==> src/hdl/cbq_pkg.sv <==
// Shared constants, types and command/status structs of the cascaded biquad filter.
// No dependencies; the datapath, controller and top-level files refer to it by scoped names.
`default_nettype none

package cbq_pkg;

    localparam int MAX_STAGES = 8;
    localparam int CHANNELS   = 4;
    localparam int SLOTS      = MAX_STAGES * CHANNELS;

    localparam int CHAN_W     = 2;
    localparam int SAMPLE_W   = 24;
    localparam int COEF_W     = 32;
    localparam int FRAC_W     = 28;
    localparam int SC_W       = 4;
    localparam int CFG_IDX_W  = 3;
    localparam int CFG_DATA_W = 32;

    localparam int STAGE_W = (MAX_STAGES > 1) ? $clog2(MAX_STAGES) : 1;
    localparam int COUNT_W = $clog2(MAX_STAGES + 1);
    localparam int ADDR_W  = (SLOTS > 1) ? $clog2(SLOTS) : 1;

    localparam int PROD_W  = COEF_W + SAMPLE_W;
    localparam int ACC_W   = PROD_W + 2;

    localparam int SAMPLE_MAX = (1 << (SAMPLE_W - 1)) - 1;
    localparam int SAMPLE_MIN = -(1 << (SAMPLE_W - 1));

    localparam logic signed [COEF_W-1:0] COEF_B0_RESET = COEF_W'(1 << FRAC_W);

    typedef enum logic [CFG_IDX_W-1:0] {
        CFG_B0,
        CFG_B1,
        CFG_B2,
        CFG_A1,
        CFG_A2,
        CFG_STAGES
    } cfg_idx_t;

    // Product selected in one multiply cycle.
    typedef enum logic [2:0] {
        TAP_B0,
        TAP_B1,
        TAP_B2,
        TAP_A1,
        TAP_A2
    } tap_t;

    // One history entry: past inputs low, past outputs high.
    typedef struct packed {
        logic signed [SAMPLE_W-1:0] y2;
        logic signed [SAMPLE_W-1:0] y1;
        logic signed [SAMPLE_W-1:0] x2;
        logic signed [SAMPLE_W-1:0] x1;
    } hist_t;

    localparam int HIST_W = $bits(hist_t);

    typedef struct packed {
        logic               load_in;
        logic               rd_en;
        logic               rd_next;
        logic [STAGE_W-1:0] stage;
        tap_t               tap;
        logic               mac_en;
        logic               acc_clr;
        logic               acc_en;
        logic               hist_load;
        logic               wr_en;
        logic               load_out;
    } cmd_t;

    typedef struct packed {
        logic               chan_ok;
        logic               out_free;
        logic [COUNT_W-1:0] n_stages;
    } stat_t;

endpackage

`default_nettype wire

==> src/hdl/cbq_ctrl.sv <==
// Controller: sequences history read, five multiply-accumulates, rounding and
// write-back for each section, then hands the item to the output. Uses cbq_pkg.
`default_nettype none

module cbq_ctrl (
    input  wire logic           aclk,
    input  wire logic           aresetn,
    input  wire logic           s_tvalid,
    output logic                s_tready,
    input  wire cbq_pkg::stat_t stat,
    output cbq_pkg::cmd_t       cmd
);

    typedef enum logic [2:0] {
        ST_IDLE,
        ST_READ,
        ST_MAC,
        ST_FLUSH,
        ST_WRITE,
        ST_DONE
    } state_t;

    state_t                      state_reg, state_next;
    cbq_pkg::tap_t               tap_reg, tap_next;
    logic [cbq_pkg::STAGE_W-1:0] stage_reg, stage_next;
    logic                        more_stages;

    assign more_stages = (cbq_pkg::COUNT_W'(stage_reg) + cbq_pkg::COUNT_W'(1)) < stat.n_stages;
    assign s_tready    = (state_reg == ST_IDLE);

    always_comb begin
        state_next = state_reg;
        tap_next   = tap_reg;
        stage_next = stage_reg;
        unique case (state_reg)
            ST_IDLE: begin
                if (s_tvalid) begin
                    state_next = ST_READ;
                    stage_next = '0;
                end
            end
            ST_READ: begin
                tap_next   = cbq_pkg::TAP_B0;
                state_next = stat.chan_ok ? ST_MAC : ST_DONE;
            end
            ST_MAC: begin
                if (tap_reg == cbq_pkg::TAP_A2) begin
                    state_next = ST_FLUSH;
                end else begin
                    tap_next = cbq_pkg::tap_t'(tap_reg + 3'd1);
                end
            end
            ST_FLUSH: begin
                state_next = ST_WRITE;
            end
            ST_WRITE: begin
                if (more_stages) begin
                    state_next = ST_MAC;
                    tap_next   = cbq_pkg::TAP_B0;
                    stage_next = stage_reg + cbq_pkg::STAGE_W'(1);
                end else begin
                    state_next = ST_DONE;
                end
            end
            ST_DONE: begin
                if (stat.out_free) begin
                    state_next = ST_IDLE;
                end
            end
            default: state_next = ST_IDLE;
        endcase
    end

    always_ff @(posedge aclk) begin
        if (!aresetn) begin
            state_reg <= ST_IDLE;
            tap_reg   <= cbq_pkg::TAP_B0;
            stage_reg <= '0;
        end else begin
            state_reg <= state_next;
            tap_reg   <= tap_next;
            stage_reg <= stage_next;
        end
    end

    // Decode commands; the write cycle also fetches the next section's history.
    always_comb begin
        cmd           = '0;
        cmd.stage     = stage_reg;
        cmd.tap       = tap_reg;
        cmd.load_in   = s_tvalid && (state_reg == ST_IDLE);
        cmd.rd_en     = (state_reg == ST_READ) || ((state_reg == ST_WRITE) && more_stages);
        cmd.rd_next   = (state_reg == ST_WRITE);
        cmd.mac_en    = (state_reg == ST_MAC);
        cmd.acc_clr   = (state_reg == ST_MAC) && (tap_reg == cbq_pkg::TAP_B0);
        cmd.hist_load = (state_reg == ST_MAC) && (tap_reg == cbq_pkg::TAP_B0);
        cmd.acc_en    = ((state_reg == ST_MAC) && (tap_reg != cbq_pkg::TAP_B0))
                        || (state_reg == ST_FLUSH);
        cmd.wr_en     = (state_reg == ST_WRITE);
        cmd.load_out  = (state_reg == ST_DONE) && stat.out_free;
    end

endmodule

`default_nettype wire

==> config.mk <==
export PLATFORM = sky130hd
export DESIGN_NAME = cbq_ctrl
export DESIGN_NICKNAME = d
export VERILOG_FILES = /design/src/hdl/cbq_pkg.sv /design/src/hdl/cbq_ctrl.sv
export SDC_FILE = /design/constraint.sdc
export NUM_CORES = 1
export LEC_CHECK = 0
export BUFFER_PORTS_ARGS = -buffer_cell sky130_fd_sc_hd__buf_4
export CAP_MARGIN = 40
export CORE_MARGIN = 1.5
export CORE_UTILIZATION = 35
export CTS_CLUSTER_DIAMETER = 200
export DETAILED_ROUTE_END_ITERATION = 8
export GPL_TIMING_DRIVEN = 0
export SLEW_MARGIN = 20
export SYNTH_ARGS = -nofsm -noshare
export SYNTH_HDL_FRONTEND = slang
export SYNTH_SLANG_ARGS = --single-unit
==> constraint.sdc <==
create_clock -name aclk -period 2.4 [get_ports aclk]
set_clock_uncertainty 0.15 [all_clocks]
set_input_delay 0.48 -clock aclk [delete_from_list [all_inputs] [get_ports aclk]]
set_output_delay 0.48 -clock aclk [all_outputs]
set_load 0.1 [all_outputs]
==> summary.md, run 1 <==
| Metric | Value |
|---|---|
| FF-to-FF setup slack | approximately 0.25 ns |
| Routing usage on met2 | 28.0% |
| Fin Setup TNS | -0.102 ns |
| Post-DP HPWL | 1.27 mm |
| Global-route track usage on met3 | around 5.7% |
| Critical Path Start Type | register |
| Iteration count of the initial detailed-routing pass | 2 |
| Register bit total from synthesis | 9 |
| Outcome | complete, but fails checks |
| Starting Density | around 37% |
| Max-Cap Viols | 0 |
| Port bufs | 23 |
| Total GRT Usage | 16.5% |
| Final period util | 104% |
| Register area share after synthesis | 25.6% |
| Max Slew Vio Count | 0 |
| DP Area | 1020 um^2 |
| Fin crit period | 2.50 ns |
| Commonest non-fill, non-tap cell in the layout | buf_4 |
| H-tree levels | 1 |
| DRC Markers | 0 |
| Placeable Area | approximately 1900 um^2 |
| Synthesis-to-layout area growth | 55.8% |
| Post-synth net total | 102 |
| Synth top area share | 25.6% |
| First-pass GRT wire length | around 2.7 mm |
| Average size of a mapped cell | 8.10 um^2 |
| Fmax | between 300 and 400 MHz |
| Final wirelength | 1.65 mm |
| Multi-input gate area | roughly 540 um^2 |
| Pre-CTS WS | -0.126 ns |
| Slew HR | 74.4% |
| Die area | between 2000 and 2500 um^2 |
| Most crowded layer after global routing | met2 |
| N_diodes | 0 |
| Yosys Warn Count | 0 |
| Leak pwr | 0.000480 uW |
| Clock-pin slew on the worst setup and hold paths | ~0.060 ns |
| Setup ws final | -0.102 ns |
| Clk buf depth | 2 |
| Largest cells by area after synthesis | dfxtp_1 26%, ha_1 11%, inv_1 5.3% |
| Crit path DAT | between 1.5 and 2 ns |
| Clk Latency, worst-skew pair | 0.26 ns |
| Critical Path RT | between 1.5 and 2 ns |
| Row count | 16 |
| Via density per instance | between 4 and 5 |
| Met1 usage in global routing | a little over a fifth |
| Gpl congestion | 0.732 |
| Die height | 47.9 um |
| Layout cells sized above 1 | 50.8% |
| TritonCTS clock tree | done |
| Detailed Route Iter0 Violations | 11 |
| Pwr per Cell Area | 579 nW/um^2 |
| Cell area after layout | 1100 um^2 |
| Vias in the first global route | ~600 |
| Number of CTS-inserted buffers | 3 |
| # nets final | 134 |
| Setup-failing EPs final | 1 |
| RSZ-0062 raised after global routing | true |
| Gr ovfl total | 0 |
| HP Class | reg2reg |
| Via count | 702 |
| Post-DRT Antenna Nets | 0 |
| Clock sinks | 9 |
| Worst slew pin tran | 0.380 ns |
| Area of the mapped netlist | 704 um^2 |
| VDD IR max | around 0.27 mV |
| Clock root buffer | clkbuf_4 |
| Failing checks | setup timing |
| Fillers | 188 |
| WL/cell | 11.4 um |
| Distinct cells, synth | 36 |
| Most frequent cells in the layout | 27 x buf_4, 8 x inv_1, 6 x a21oi_1, 6 x nand2_1 |
| Initial antenna violation count | 0 |
| Die W | 47.9 um |
| Kind of end point of the critical path | output port |
| I/O Pins | 25 |
| Tot Pwr | about 640 uW |
| CP Max Fanout | 4 |
| Largest net degree at the start of global routing | 11 |
| Register Area | 203 um^2 |
| Hold Fails Final Rpt | 0 |
| Crit Path Class | reg2out |
| Cell accounting for the most synthesized area | dfxtp_1 |
| Syn Inst Count | 87 |
[synth_stat cells]
master	n
nand2b_1	5
o311ai_0	1
buf_1	1
nor3_1	1
and2b_2	1
and2b_4	1
buf_2	1
a31o_1	1
o22ai_2	1
nand2_4	1
nor3b_1	2
o22ai_1	1
o21ai_2	1
a21oi_1	6
a31oi_1	1
nor2_1	1
and2b_1	1
nor2_4	1
buf_4	2
o22a_1	1
nand3_1	4
and3_1	2
or2_1	1
and3b_1	2
mux2i_1	3
or4_1	1
a21oi_2	1
inv_1	10
dfxtp_1	9
nand2_1	7
a311oi_1	1
o21ai_1	2
o21ai_0	3
ha_1	6
o211ai_1	3
xor2_1	1
[per-layer routing]
metal | part of all wire [%] | wire length (um)
met4 | 0 | 0
met1 | 47 | 779
met5 | 0 | 0
met3 | 3.0 | 49
met2 | 50 | 820
[metrics by stage]
| step | hold WS (ns) | cells | utilization, % |
|---|---|---|---|
| global placement | 0.330 | 137 | 53.0 |
| finish | 0.339 | 145 | 57.1 |
| CTS | 0.343 | 145 | 56.7 |
| floorplan | 0.400 | 87 | - |
| global route | 0.361 | 145 | 57.1 |
| detailed placement | 0.332 | 137 | 53.0 |
[critical path, cell delays in order (launching register included)]
cell      delay [ns]
dfxtp_4         0.36
ha_4            0.16
xor2_2          0.13
ha_1            0.26
o211ai_1        0.10
o21ai_2         0.09
or2_4           0.25
o21ai_4         0.07
buf_12          0.19
[report_power, final]
part	switching [uW]	internal, uW	total (uW)
clock	54.7	64.2	119
combinational	232	113	345
sequential	18.3	154	172
total	305	331	636
[final cells by class]
| class | count | share of cell area (%) |
|---|---|---|
| Buffer | 4 | 3.31 |
| Tap cell | 27 | 3.08 |
| Sequential cell | 9 | 18.5 |
| Multi-Input combinational cell | 64 | 49.4 |
| Inverter | 10 | 3.76 |
| Clock buffer | 4 | 2.39 |
| Timing Repair Buffer | 27 | 19.6 |
[repair_timing]
item / CTS / global route
pin swaps: 3 / 1
setup buffers: 4 / 0
hold buffers: 0 / 0
gates resized for setup: 4 / 1
setup endpoints to repair: 1 / 1
[kinds of logic after synthesis]
group / Yosys count / synth area share, %
xor+xnor: 1 / 1.24
mux: 3 / 4.26
buf+inv: 14 / 8.70
flops: 9 / 25.6
fa+ha+maj: 6 / 10.7
simple gates: 31 / 27.5
compound gates: 23 / 22.0
[path summary, 6_finish.rpt]
check,from,endpoint,cells after the start
setup / recovery,stage_reg[1],cmd[13],8
hold / removal,tap_reg[1],tap_reg[1],2
setup reg to reg,stage_reg[1],stage_reg[2],9
hold reg to reg,tap_reg[1],tap_reg[1],2
Note: power is estimated with default switching activity, not from simulation.
==> inputs of run 2 (changes only) <==
- CORE_UTILIZATION: 35 -> 47
- PLACE_DENSITY: not set -> 0.76
==> run 2 against run 1 <==
The run still ends with setup timing left. Sequential power about the same. Register-to-register slack improved by 0.08 ns. Die area decreased by 24%. Count of clock-buffer cells in the layout decreased by 1. Sequential share of layout area increased by 0.30 points. Total power increased by 1.1%. Setup slack got worse by 0.030 ns. Highest routed layer is now met4.
==> summary.md, run 2 (synthesized netlist as in run 1, its figures left out) <==
| Metric | Value |
|---|---|
| Outcome | complete, but fails checks (unchanged) |
| Failing checks | setup timing (unchanged) |
| Pre-CTS WS | -0.110 ns (was -0.126 ns) |
| Final wirelength | 1.73 mm (was 1.65 mm) |
| FF-to-FF setup slack | 0.33 ns (was 0.25 ns) |
| Clk buf depth | 2 (unchanged) |
| Clk Latency, worst-skew pair | 0.27 ns (was 0.26 ns) |
| Layout cells sized above 1 | 50.8% (unchanged) |
| Final period util | 106% (was 104%) |
| TritonCTS clock tree | done (unchanged) |
| VDD IR max | 0.455 mV (was 0.272 mV) |
| Largest net degree at the start of global routing | 11 (unchanged) |
| Gr ovfl total | 0 (unchanged) |
| Worst slew pin tran | 0.400 ns (was 0.380 ns) |
| Fmax | 395 MHz (was 400 MHz) |
| HP Class | reg2reg (unchanged) |
| # nets final | 134 (unchanged) |
| Slew HR | 73.0% (was 74.4%) |
| RSZ-0062 raised after global routing | true (unchanged) |
| Most frequent cells in the layout | 26 x buf_4, 8 x inv_1, 6 x a21oi_1, 6 x nand2_1 (was 27 x buf_4, 8 x inv_1, 6 x a21oi_1, 6 x nand2_1) |
| Die area | 1740 um^2 (was 2290 um^2) |
| Starting Density | 52.2% (was 36.7%) |
| Clock-pin slew on the worst setup and hold paths | 0.07 ns (was 0.06 ns) |
| First-pass GRT wire length | 3.16 mm (was 2.66 mm) |
| Vias in the first global route | 704 (was 596) |
| CP cell instances | and3_1 -> ha_1 -> a21oi_1 -> o21ai_2 -> or2_4 -> o21ai_4 -> buf_12 (was ha_4 -> xor2_2 -> ha_1 -> o211ai_1 -> o21ai_2 -> or2_4 -> o21ai_4 -> buf_12) |
| CP max stage delay | 0.36 ns (about the same) |
| Total GRT Usage | 23.3% (was 16.5%) |
| H-tree levels | 1 (unchanged) |
| Initial antenna violation count | 0 (unchanged) |
| Leak pwr | 0.000485 uW (was 0.000480 uW) |
| Detailed Route Iter0 Violations | 14 (was 11) |
| N_diodes | 0 (unchanged) |
| Clock root buffer | clkbuf_4 (unchanged) |
| Hold slack | 0.347 ns (was 0.339 ns) |
| Post-DP HPWL | 1.25 mm (was 1.27 mm) |
| CP Max Fanout | 3 (was 4) |
| Via density per instance | 5.62 (was 4.84) |
| Critical Path Start Type | register (unchanged) |
| Die W | 41.7 um (was 47.9 um) |
| Fin crit period | 2.53 ns (was 2.50 ns) |
| Post-route core utilization | 80.0% (was 57.1%) |
| I/O Pins | 25 (unchanged) |
| Via count | 748 (was 702) |
| Row count | 13 (was 16) |
| Kind of end point of the critical path | output port (unchanged) |
| Critical Path RT | 1.77 ns (about the same) |
| Placeable Area | 1350 um^2 (was 1920 um^2) |
| Port bufs | 23 (unchanged) |
| Max Slew Vio Count | 0 (unchanged) |
| WL/cell | 13.0 um (was 11.4 um) |
| DRC Markers | 0 (unchanged) |
| Post-DRT Antenna Nets | 0 (unchanged) |
| Slowest cell on the critical path | dfxtp_4 (unchanged) |
| Crit-path leading delay family | simple AND/OR/NAND/NOR gates (was adder cells) |
| Max-Cap Viols | 0 (unchanged) |
| Synthesis-to-layout area growth | 53.3% (was 55.8%) |
| Post-CTS Hold Fix Bufs | 0 (unchanged) |
| Worst Path Buf+Inv | 1 (unchanged) |
| Clock sinks | 9 (unchanged) |
| Setup-failing EPs final | 1 (unchanged) |
| Commonest non-fill, non-tap cell in the layout | buf_4 (unchanged) |
| Hold Fails Final Rpt | 0 (unchanged) |
| Setup ws final | -0.132 ns (was -0.102 ns) |
| Crit path DAT | 1.90 ns (was 1.87 ns) |
| Gpl congestion | 0.733 (was 0.732) |
| Pwr per Cell Area | 595 nW/um^2 (was 579 nW/um^2) |
| Crit Path Class | reg2out (unchanged) |
| Die height | 41.7 um (was 47.9 um) |
| Number of CTS-inserted buffers | 3 (unchanged) |
| Iteration count of the initial detailed-routing pass | 4 (was 2) |
-- run 2: cell types whose count changed in the layout (fill, tap and decap cells not counted) --
| cell | before | now |
|---|---|---|
| xor2_2 | 1 | 0 |
| clkinv_2 | 0 | 1 |
| buf_4 | 27 | 26 |
| buf_6 | 0 | 1 |
| xor2_1 | 0 | 1 |
| clkbuf_1 | 1 | 0 |
-- run 2: final timing paths --
path                            cells past startpoint            to         start
worst max register to register                      7  stage_reg[2]  stage_reg[1]
worst max-delay path                                7       cmd[13]  stage_reg[1]
worst min register to register                      2    tap_reg[1]    tap_reg[1]
worst min-delay path                                2    tap_reg[1]    tap_reg[1]
-- run 2: where the power goes --
| part | leakage, uW | switching (uW) | internal, uW |
|---|---|---|---|
| clock | 0.0000177 | 61.1 | 61.7 |
| sequential | 0.0000783 | 19.5 | 154 |
| combinational | 0.000389 | 234 | 113 |
-- run 2: area by class of cell --
class / instances / area (um^2)
Tap cell: 15 / 18.8
Buffer: 4 / 36.3
Inverter: 10 / 41.3
Multi-Input combinational cell: 64 / 534
Sequential cell: 9 / 203
Clock inverter: 1 / 5.00
Timing Repair Buffer: 27 / 219
Clock buffer: 3 / 22.5
Fill cell: 93 / 270
-- run 2: what timing repair did --
item / in CTS / in global routing
buffers inserted: 4 / 0
resized for setup: 4 / 1
pin swaps: 3 / 1
endpoints found under the hold margin: 0 / 0
endpoints found under the setup margin: 1 / 2
-- run 2: through the flow --
| stage | power [uW] | instances | TNS [ns] | cell area, um^2 |
|---|---|---|---|---|
| after floorplan | 444 | 87 | -0.167 | 812 |
| after global placement | 499 | 125 | -0.109 | 1000 |
| after detailed placement | 505 | 125 | -0.110 | 1000 |
| after CTS | 643 | 133 | -0.136 | 1080 |
| after global routing | 674 | 133 | -0.191 | 1080 |
| final | 643 | 133 | -0.132 | 1080 |
-- run 2: worst register-to-register path: stages, from the launching register on --
cell     delay [ns]
dfxtp_4        0.36
and3_1         0.18
ha_1           0.29
a21oi_1        0.18
o21ai_2        0.09
buf_4          0.17
or4_1          0.40
a31oi_1        0.16
-- run 2: per-layer routing --
metal  up-vias  track usage (%)  wire length (um)
met1       351             28.5               762
met3         2             6.96                78
met5         -                0                 0
li1        371                -                 -
met4         0             9.68                15
met2        24             37.8               874
